### config.mk
export PLATFORM = sky130hd
export DESIGN_NAME = pcg32_bounded_random_core
export DESIGN_NICKNAME = d
export VERILOG_FILES = /design/src/pcgbr_pkg.sv /design/src/pcg32_bounded_random_core.sv /design/src/pcgbr_divider.sv
export SDC_FILE = /design/constraint.sdc
export NUM_CORES = 2
export LEC_CHECK = 0
export CORE_ASPECT_RATIO = 2
export CORE_UTILIZATION = 70
export CTS_BUF_LIST = sky130_fd_sc_hd__clkbuf_16
export DETAILED_ROUTE_END_ITERATION = 16
export DONT_BUFFER_PORTS = 1
export GPL_ROUTABILITY_DRIVEN = 0
export PLACE_DENSITY = 0.86
export SYNTH_ARGS = -nofsm -noshare
export SYNTH_HDL_FRONTEND = slang
export SYNTH_SLANG_ARGS = --single-unit
### constraint.sdc
create_clock -name i_clk -period 14.45 [get_ports i_clk]
set_clock_uncertainty 0.15 [all_clocks]
set_input_delay 2.1675 -clock i_clk [delete_from_list [all_inputs] [get_ports i_clk]]
set_output_delay 2.1675 -clock i_clk [all_outputs]
set_load 0.01 [all_outputs]
### src/pcgbr_pkg.sv
// Shared types, constants and the output permutation of the PCG32 generator.
// Used by pcgbr_divider and pcg32_bounded_random_core; no dependencies.
package pcgbr_pkg;

    typedef logic [31:0] t_word;
    typedef logic [63:0] t_dword;

    localparam t_dword PCG_MULT   = 64'd6364136223846793005;
    localparam t_dword STATE_INIT = 64'h853c_49e6_748f_ea9b;
    localparam t_dword INC_INIT   = 64'hda3e_39cb_94b9_5bdb;
    localparam t_word  WORD_MASK  = 32'hFFFF_FFFF;

    localparam logic [1:0] CMD_RESEED  = 2'd0;
    localparam logic [1:0] CMD_RAW     = 2'd1;
    localparam logic [1:0] CMD_BOUNDED = 2'd2;
    localparam logic [1:0] CMD_NONE    = 2'd3;

    // request to the remainder unit
    typedef struct packed {
        logic  start;
        t_word dividend;
        t_word divisor;
    } t_div_req;

    // XSH-RR: xor-shift, then rotate right by the top five bits
    function automatic t_word xsh_rr(input t_dword prev);
        t_dword     x;
        t_word      mixed;
        logic [4:0] turn;
        logic [4:0] lturn;
        x     = (prev >> 18) ^ prev;
        mixed = x[58:27];
        turn  = prev[63:59];
        lturn = 5'd0 - turn;
        return (mixed >> turn) | (mixed << lturn);
    endfunction

endpackage

### src/pcg32_bounded_random_core.sv
// PCG32 XSH-RR generator with reseed, raw draw, bounded draw by rejection and no-op.
// A generator step runs M0, M1, M2, M3 and MADD (three 32x32 partial products on one
// shared multiplier, then the 64-bit add). A reseed steps, adds the seed and steps
// again; a bounded draw steps until a word is accepted. One item at a time.
// Reset (synchronous, active low) loads the generator's initial state and increment.
module pcg32_bounded_random_core (
    input  logic                 i_clk,
    input  logic                 i_rst_n,
    input  logic                 i_in_valid,
    output logic                 o_in_ready,
    input  logic [1:0]           i_command,
    input  logic [63:0]          i_seed_value,
    input  logic signed [31:0]   i_range_low,
    input  logic signed [31:0]   i_range_high,
    output logic                 o_out_valid,
    input  logic                 i_out_ready,
    output logic [31:0]          o_raw_word,
    output logic signed [31:0]   o_bounded_value
);

    localparam logic [3:0] ST_IDLE    = 4'd0;
    localparam logic [3:0] ST_M0      = 4'd1;
    localparam logic [3:0] ST_M1      = 4'd2;
    localparam logic [3:0] ST_M2      = 4'd3;
    localparam logic [3:0] ST_M3      = 4'd4;
    localparam logic [3:0] ST_MADD    = 4'd5;
    localparam logic [3:0] ST_SEEDADD = 4'd6;
    localparam logic [3:0] ST_DIVLIM  = 4'd7;
    localparam logic [3:0] ST_DIVMOD  = 4'd8;
    localparam logic [3:0] ST_FIN     = 4'd9;

    logic [3:0]        r_st, n_st;
    pcgbr_pkg::t_dword r_state, n_state;
    pcgbr_pkg::t_dword r_inc, n_inc;
    pcgbr_pkg::t_dword r_seed, n_seed;
    logic [1:0]        r_cmd, n_cmd;
    logic              r_first, n_first;
    logic              r_full, n_full;
    pcgbr_pkg::t_word  r_lo, n_lo;
    pcgbr_pkg::t_word  r_span, n_span;
    pcgbr_pkg::t_word  r_limit, n_limit;
    pcgbr_pkg::t_word  r_word, n_word;
    pcgbr_pkg::t_dword r_prod;
    pcgbr_pkg::t_dword r_acc, n_acc;
    pcgbr_pkg::t_word  r_res_raw, n_res_raw;
    pcgbr_pkg::t_word  r_res_bnd, n_res_bnd;
    logic              r_out_valid, n_out_valid;
    pcgbr_pkg::t_word  r_out_raw, n_out_raw;
    pcgbr_pkg::t_word  r_out_bnd, n_out_bnd;

    pcgbr_pkg::t_word  w_mul_a, w_mul_b;
    pcgbr_pkg::t_dword w_prod;
    pcgbr_pkg::t_word  w_span;
    logic              w_in_xfer;
    pcgbr_pkg::t_div_req w_div_req;
    logic              w_div_done;
    pcgbr_pkg::t_word  w_div_rem;

    assign w_in_xfer = i_in_valid && o_in_ready;
    assign w_span    = pcgbr_pkg::t_word'(i_range_high) - pcgbr_pkg::t_word'(i_range_low)
                       + 32'd1;

    // shared 32x32 multiplier, operands picked by the step phase
    always_comb begin
        w_mul_a = r_state[31:0];
        w_mul_b = pcgbr_pkg::PCG_MULT[31:0];
        unique case (r_st)
            ST_M1:   w_mul_b = pcgbr_pkg::PCG_MULT[63:32];
            ST_M2:   w_mul_a = r_state[63:32];
            default: ;
        endcase
    end
    assign w_prod = 64'(w_mul_a) * 64'(w_mul_b);

    pcgbr_divider u_div (
        .i_clk   (i_clk),
        .i_rst_n (i_rst_n),
        .i_req   (w_div_req),
        .o_done  (w_div_done),
        .o_rem   (w_div_rem)
    );

    always_comb begin
        n_st        = r_st;
        n_state     = r_state;
        n_inc       = r_inc;
        n_seed      = r_seed;
        n_cmd       = r_cmd;
        n_first     = r_first;
        n_full      = r_full;
        n_lo        = r_lo;
        n_span      = r_span;
        n_limit     = r_limit;
        n_word      = r_word;
        n_acc       = r_acc;
        n_res_raw   = r_res_raw;
        n_res_bnd   = r_res_bnd;
        n_out_valid = r_out_valid;
        n_out_raw   = r_out_raw;
        n_out_bnd   = r_out_bnd;
        w_div_req   = '{start: 1'b0, dividend: r_word, divisor: r_span};

        if (r_out_valid && i_out_ready) begin
            n_out_valid = 1'b0;
        end

        unique case (r_st)
            ST_IDLE: begin
                if (w_in_xfer) begin
                    n_cmd     = i_command;
                    n_seed    = i_seed_value;
                    n_lo      = i_range_low;
                    n_span    = w_span;
                    n_first   = 1'b1;
                    n_full    = 1'b0;
                    n_res_raw = '0;
                    n_res_bnd = '0;
                    unique case (i_command)
                        pcgbr_pkg::CMD_RESEED: begin
                            n_state = '0;
                            n_inc   = {i_seed_value[62:0], 1'b1};
                            n_st    = ST_M0;
                        end
                        pcgbr_pkg::CMD_RAW: begin
                            n_st = ST_M0;
                        end
                        pcgbr_pkg::CMD_BOUNDED: begin
                            if (i_range_low >= i_range_high) begin
                                n_res_bnd = i_range_low;
                                n_st      = ST_FIN;
                            end else if (w_span == '0) begin
                                n_full = 1'b1;
                                n_st   = ST_M0;
                            end else begin
                                // limit = (2^32-1) - (2^32-1) % span
                                w_div_req = '{start: 1'b1, dividend: pcgbr_pkg::WORD_MASK,
                                              divisor: w_span};
                                n_st = ST_DIVLIM;
                            end
                        end
                        pcgbr_pkg::CMD_NONE: begin
                            n_st = ST_FIN;
                        end
                    endcase
                end
            end
            ST_M0: begin
                n_word = pcgbr_pkg::xsh_rr(r_state);
                n_st   = ST_M1;
            end
            ST_M1: begin
                n_acc = r_prod;
                n_st  = ST_M2;
            end
            ST_M2: begin
                n_acc[63:32] = r_acc[63:32] + r_prod[31:0];
                n_st         = ST_M3;
            end
            ST_M3: begin
                n_acc[63:32] = r_acc[63:32] + r_prod[31:0];
                n_st         = ST_MADD;
            end
            ST_MADD: begin
                n_state = r_acc + {r_inc[63:1], 1'b1};
                n_st    = ST_FIN;
                if (r_cmd == pcgbr_pkg::CMD_RESEED) begin
                    if (r_first) begin
                        n_first = 1'b0;
                        n_st    = ST_SEEDADD;
                    end
                end else if (r_cmd == pcgbr_pkg::CMD_RAW || r_full) begin
                    n_res_raw = r_word;
                    n_res_bnd = r_lo + r_word;
                    if (r_cmd == pcgbr_pkg::CMD_RAW) begin
                        n_res_bnd = '0;
                    end
                end else if (r_word >= r_limit) begin
                    n_st = ST_M0;   // rejected, draw again
                end else begin
                    w_div_req.start = 1'b1;
                    n_st            = ST_DIVMOD;
                end
            end
            ST_SEEDADD: begin
                n_state = r_state + r_seed;
                n_st    = ST_M0;
            end
            ST_DIVLIM: begin
                if (w_div_done) begin
                    n_limit = ~w_div_rem;
                    n_st    = ST_M0;
                end
            end
            ST_DIVMOD: begin
                if (w_div_done) begin
                    n_res_raw = r_word;
                    n_res_bnd = r_lo + w_div_rem;
                    n_st      = ST_FIN;
                end
            end
            ST_FIN: begin
                if (!r_out_valid || i_out_ready) begin
                    n_out_valid = 1'b1;
                    n_out_raw   = r_res_raw;
                    n_out_bnd   = r_res_bnd;
                    n_st        = ST_IDLE;
                end
            end
            default: begin
                n_st = ST_IDLE;
            end
        endcase
    end

    always_ff @(posedge i_clk) begin
        if (!i_rst_n) begin
            r_st        <= ST_IDLE;
            r_state     <= pcgbr_pkg::STATE_INIT;
            r_inc       <= pcgbr_pkg::INC_INIT;
            r_out_valid <= 1'b0;
        end else begin
            r_st        <= n_st;
            r_state     <= n_state;
            r_inc       <= n_inc;
            r_out_valid <= n_out_valid;
        end
        r_seed    <= n_seed;
        r_cmd     <= n_cmd;
        r_first   <= n_first;
        r_full    <= n_full;
        r_lo      <= n_lo;
        r_span    <= n_span;
        r_limit   <= n_limit;
        r_word    <= n_word;
        r_prod    <= w_prod;
        r_acc     <= n_acc;
        r_res_raw <= n_res_raw;
        r_res_bnd <= n_res_bnd;
        r_out_raw <= n_out_raw;
        r_out_bnd <= n_out_bnd;
    end

    assign o_in_ready      = (r_st == ST_IDLE);
    assign o_out_valid     = r_out_valid;
    assign o_raw_word      = r_out_raw;
    assign o_bounded_value = r_out_bnd;

`ifndef ASSERT_OFF
    // the increment added by every step stays odd
    a_inc_odd: assert property (@(posedge i_clk) disable iff (!i_rst_n) r_inc[0])
        else $error("stream increment lost its low bit");

    // the remainder unit only finishes while the sequencer waits for it
    a_div_done_wait: assert property (@(posedge i_clk) disable iff (!i_rst_n)
        w_div_done |-> (r_st == ST_DIVLIM || r_st == ST_DIVMOD))
        else $error("remainder unit finished outside a wait state");

    // an accepted transfer always starts work or goes straight to the result stage
    a_accept_leaves_idle: assert property (@(posedge i_clk) disable iff (!i_rst_n)
        w_in_xfer |=> (r_st != ST_IDLE))
        else $error("sequencer stayed idle after an input transfer");
`endif

endmodule

### src/pcgbr_divider.sv
// Restoring radix-2 remainder unit, one quotient bit per cycle.
// Depends on pcgbr_pkg for t_word and t_div_req.
module pcgbr_divider (
    input  logic              i_clk,
    input  logic              i_rst_n,
    input  pcgbr_pkg::t_div_req i_req,
    output logic              o_done,
    output pcgbr_pkg::t_word  o_rem
);

    logic             r_busy, n_busy;
    logic             r_done, n_done;
    logic [4:0]       r_cnt, n_cnt;
    pcgbr_pkg::t_word r_rem, n_rem;
    pcgbr_pkg::t_word r_dvd, n_dvd;
    pcgbr_pkg::t_word r_dsr, n_dsr;
    logic [32:0]      w_shift;
    logic [32:0]      w_diff;

    assign w_shift = {r_rem, r_dvd[31]};
    assign w_diff  = w_shift - {1'b0, r_dsr};

    always_comb begin
        n_busy = r_busy;
        n_done = 1'b0;
        n_cnt  = r_cnt;
        n_rem  = r_rem;
        n_dvd  = r_dvd;
        n_dsr  = r_dsr;
        if (i_req.start) begin
            n_busy = 1'b1;
            n_cnt  = 5'd31;
            n_rem  = '0;
            n_dvd  = i_req.dividend;
            n_dsr  = i_req.divisor;
        end else if (r_busy) begin
            // w_diff[32] set means the shifted remainder is below the divisor
            n_rem = w_diff[32] ? w_shift[31:0] : w_diff[31:0];
            n_dvd = {r_dvd[30:0], 1'b0};
            if (r_cnt == 5'd0) begin
                n_busy = 1'b0;
                n_done = 1'b1;
            end else begin
                n_cnt = r_cnt - 5'd1;
            end
        end
    end

    always_ff @(posedge i_clk) begin
        if (!i_rst_n) begin
            r_busy <= 1'b0;
            r_done <= 1'b0;
        end else begin
            r_busy <= n_busy;
            r_done <= n_done;
        end
        r_cnt <= n_cnt;
        r_rem <= n_rem;
        r_dvd <= n_dvd;
        r_dsr <= n_dsr;
    end

    assign o_done = r_done;
    assign o_rem  = r_rem;

endmodule

==> results.json, run 1 <==
{
  "outcome": "aborted with a tool error",
  "lastStage": "5_1_grt",
  "error": "[ERROR GRT-0116] Global routing finished with congestion. Check the congestion regions in the DRC Viewer.",
  "synth_top_family_by_area": "adder cells",
  "synth_area_leaders": "edfxtp_1 20%, fa_1 16%, ha_1 15%",
  "synth-seq-cells": 687,
  "synth_flop_cell": "edfxtp_1",
  "fp-row-count": 159,
  "synth-async-reset-ratio_pct": 0,
  "dp_cells": 8047,
  "io_pins": 200,
  "cts_htree_levels": 2,
  "cts_resized": 0,
  "postSynthCellCount": 6995,
  "netlist.area_leader.share_pct": 20.44,
  "io_buffers": 0,
  "cts_hold_buffers": 0,
  "syn_area_um2": 66400,
  "ys_seq_area_share_pct": 27.53,
  "synth.area.mux_share_pct": 3.271,
  "die_x_um": 219.8,
  "synth-adder-area-share_pct": 31.28,
  "yosys.cell_types.count": 93,
  "ys_top_cells_by_count": "990 x inv_1, 791 x ha_1, 577 x nand2_1, 543 x fa_1, 452 x edfxtp_1",
  "cts_setup_buffers": 0,
  "grt_pass1_wl_um": 462200,
  "synth-xor-area-share_pct": 4.312,
  "die_height_um": 437.6,
  "yosysTopAreaCell": "edfxtp_1",
  "cts_made_buffers": 55,
  "grt_max_degree": 74,
  "grt_pass1_vias": 65840,
  "synth_compound_area_share_pct": 15.24,
  "dp_hpwl_um": 191800,
  "syn_avg_cell_area_um2": 9.492,
  "yosysWarnings": 0,
  "clkSinkCount": 687,
  "root_buffer": "clkbuf_16",
  "yosysMostFrequentCell": "inv_1",
  "cts_buffer_depth": 3,
  "track_usage_pct": 64.37,
  "synth-edff-count": 452,
  "initial_utilization_pct": 70.71,
  "yosys.area_share.simple_pct": 11.31,
  "grt-ovfl-total": 598
}
[logic make-up after synthesis]
logic type                 Yosys count
xor gates and xnor gates           326
AOI/OAI and AO/OA                 1567
buffers and inverters             1244
DFF                                687
and+or+nand+nor                   1639
muxes                              196
other                                2
adders and majority gates         1334
[per-layer routing]
metal	global-route usage, %	overflow
met1	59.88	10
met2	85.13	353
met3	46.65	17
met4	68.85	213
met5	13.44	5
[stage by stage]
| step | area, um^2 | utilization [%] | hold WS (ns) | setup slack [ns] |
|---|---|---|---|---|
| floorplan | 66510 | - | 0.2503 | 4.565 |
| global placement | 67660 | 72.05 | 0.2504 | 4.232 |
| detailed placement | 67660 | 72.05 | 0.2545 | 3.898 |
| CTS | 69550 | 74.07 | 0.2545 | 3.863 |
==> run 2: changes to the inputs <==
--- a/config.mk
+++ b/config.mk
@@ -5,13 +5,11 @@
 export SDC_FILE = /design/constraint.sdc
 export NUM_CORES = 2
 export LEC_CHECK = 0
-export CORE_ASPECT_RATIO = 2
-export CORE_UTILIZATION = 70
-export CTS_BUF_LIST = sky130_fd_sc_hd__clkbuf_16
+export CORE_UTILIZATION = 40
 export DETAILED_ROUTE_END_ITERATION = 16
 export DONT_BUFFER_PORTS = 1
 export GPL_ROUTABILITY_DRIVEN = 0
-export PLACE_DENSITY = 0.86
+export PLACE_DENSITY_LB_ADDON = 0.15
 export SYNTH_ARGS = -nofsm -noshare
 export SYNTH_HDL_FRONTEND = slang
 export SYNTH_SLANG_ARGS = --single-unit
==> results.json, run 2 <==
{
  "outcome": "completed",
  "grt_pass1_wl_um": 336600,
  "synth-seq-cells": 687,
  "antenna_found_initial": 11,
  "grt_max_degree": 76,
  "ys_seq_area_share_pct": 27.53,
  "drive_above_1_share_pct": 5.116,
  "initial_utilization_pct": 40.29,
  "crit_buf_inv": 8,
  "cp.depth": 34,
  "fin_tns_setup_ns": 0,
  "die_x_um": 409.4,
  "cts_hold_buffers": 0,
  "maxCapViolCount": 0,
  "crit_path_end_kind": "flop",
  "cp_max_fo": 69,
  "syn_area_um2": 66400,
  "path_clk_slew_ns": 0.06,
  "worstHoldPathType": "flop to flop",
  "die-area_um2": 167600,
  "num-fill-cells": 16220,
  "crit_top_cell": "fa_1",
  "fin_hold_ws_ns": 0.2654,
  "io_buffers": 0,
  "grt_pass1_vias": 51490,
  "final_cells": 9199,
  "vias": 51510,
  "detail-route-antenna-nets": 0,
  "cts_setup_buffers": 0,
  "detail_route.vias_per_cell": 5.599,
  "relSlewSlack_pct": 16.24,
  "max_stage_delay_ns": 0.86,
  "ff2ff_path_depth": 34,
  "clkSinkCount": 687,
  "synth-edff-count": 452,
  "yosysTopAreaCell": "edfxtp_1",
  "ys_top_cells_by_count": "990 x inv_1, 791 x ha_1, 577 x nand2_1, 543 x fa_1, 452 x edfxtp_1",
  "setup.worst_path.start_class": "flop",
  "routedWlPerCell_um": 24.59,
  "worstPathRequired_ns": 14.91,
  "synth_flop_cell": "edfxtp_1",
  "yosysWarnings": 0,
  "finalHoldViolCount": 0,
  "yosys.cell_types.count": 93,
  "postSynthCellCount": 6995,
  "cts_tree": "done",
  "netlist.area_leader.share_pct": 20.44,
  "dp_hpwl_um": 183900,
  "tightestPinTransition_ns": 1.249,
  "worst_ep_arrival_time_ns": 11.19,
  "syn_avg_cell_area_um2": 9.492,
  "root_buffer": "clkbuf_16",
  "setup_violations": 0,
  "core_area_um2": 164800,
  "cts_buffer_depth": 3,
  "cts_made_buffers": 79,
  "min_period_ns": 10.73,
  "cts_resized": 0,
  "final_common_cell": "inv_1",
  "rsz0062_at_grt": "false",
  "routed_wl_um": 226200,
  "cp_top_family": "adder cells",
  "holdPathStages": 0,
  "finalMaxSlewViolations": 0,
  "grt-ovfl-total": 0,
  "track_usage_pct": 26.85,
  "synth_area_leaders": "edfxtp_1 20%, fa_1 16%, ha_1 15%",
  "final_cell_mix": "987 x inv_1, 791 x ha_1, 575 x nand2_1",
  "yosysMostFrequentCell": "inv_1",
  "die_height_um": 409.4,
  "area_delta_synth_final_pct": 7.900,
  "fmaxAchievable_mhz": 93.22,
  "drcViolationCount": 0,
  "synth-async-reset-ratio_pct": 0,
  "io_pins": 200,
  "drt-pass1-iter-count": 6,
  "drt_iter0_markers": 4550,
  "fin_crit_sh_pct": 74.24,
  "dp_cells": 9043,
  "clk_latency_ns": 0.69,
  "layout.nets": 8403,
  "fp-row-count": 149,
  "cts_htree_levels": 3,
  "crit_type": "flop to flop",
  "crit_slowest_cell": "buf_4"
}
## run 2: logic make-up after synthesis
group	synth area share, %
flops	27.53
simple gates	11.31
compound gates	15.24
xor+xnor	4.312
buf+inv	7.051
fa+ha+maj	31.28
mux	3.271
other cells	0.01131
## run 2: cell type report
type	instances	area [um^2]	area share, %
antenna	13	32.53	0.04541
clock inverter	35	374.1	0.5222
sequential	687	18280	25.52
tap	2189	2739	3.823
inverter	999	3757	5.245
multi-input combinational	5093	43650	60.93
timing repair buffer	75	563.0	0.7859
clock buffer	108	2241	3.128
## run 2: final timing paths
check        slack, ns             end           from
min               0.27  o_raw_word[25]  r_res_raw[25]
max               3.72      r_prod[60]        r_st[3]
max reg2reg       3.72      r_prod[60]        r_st[3]
min reg2reg       0.27  o_raw_word[25]  r_res_raw[25]
## run 2: metrics by stage
step	utilization, %	cell area (um^2)	setup WS [ns]
6_report	43.47	71640	3.723
5_1_grt	43.46	71620	3.164
4_1_cts	43.45	71610	3.877
3_5_place_dp	41.87	68990	3.973
3_3_place_gp	41.87	68990	4.059
2_1_floorplan	-	66510	4.565
## run 2: metal layers
layer  up-vias  share of wire, %  wire length (um)  global-route usage [%]
met1     25340                42             94190                   34.52
met2      1724                47            107400                   44.87
met5         -             0.012                27                       0
met3       351               6.7             15190                   4.735
met4         4               4.2              9469                   9.985
li1      24090                 -                 -                       -
Power of run 2 is not shown: default switching activity piles up to over one toggle a cycle in this logic, so the estimate is an artifact.
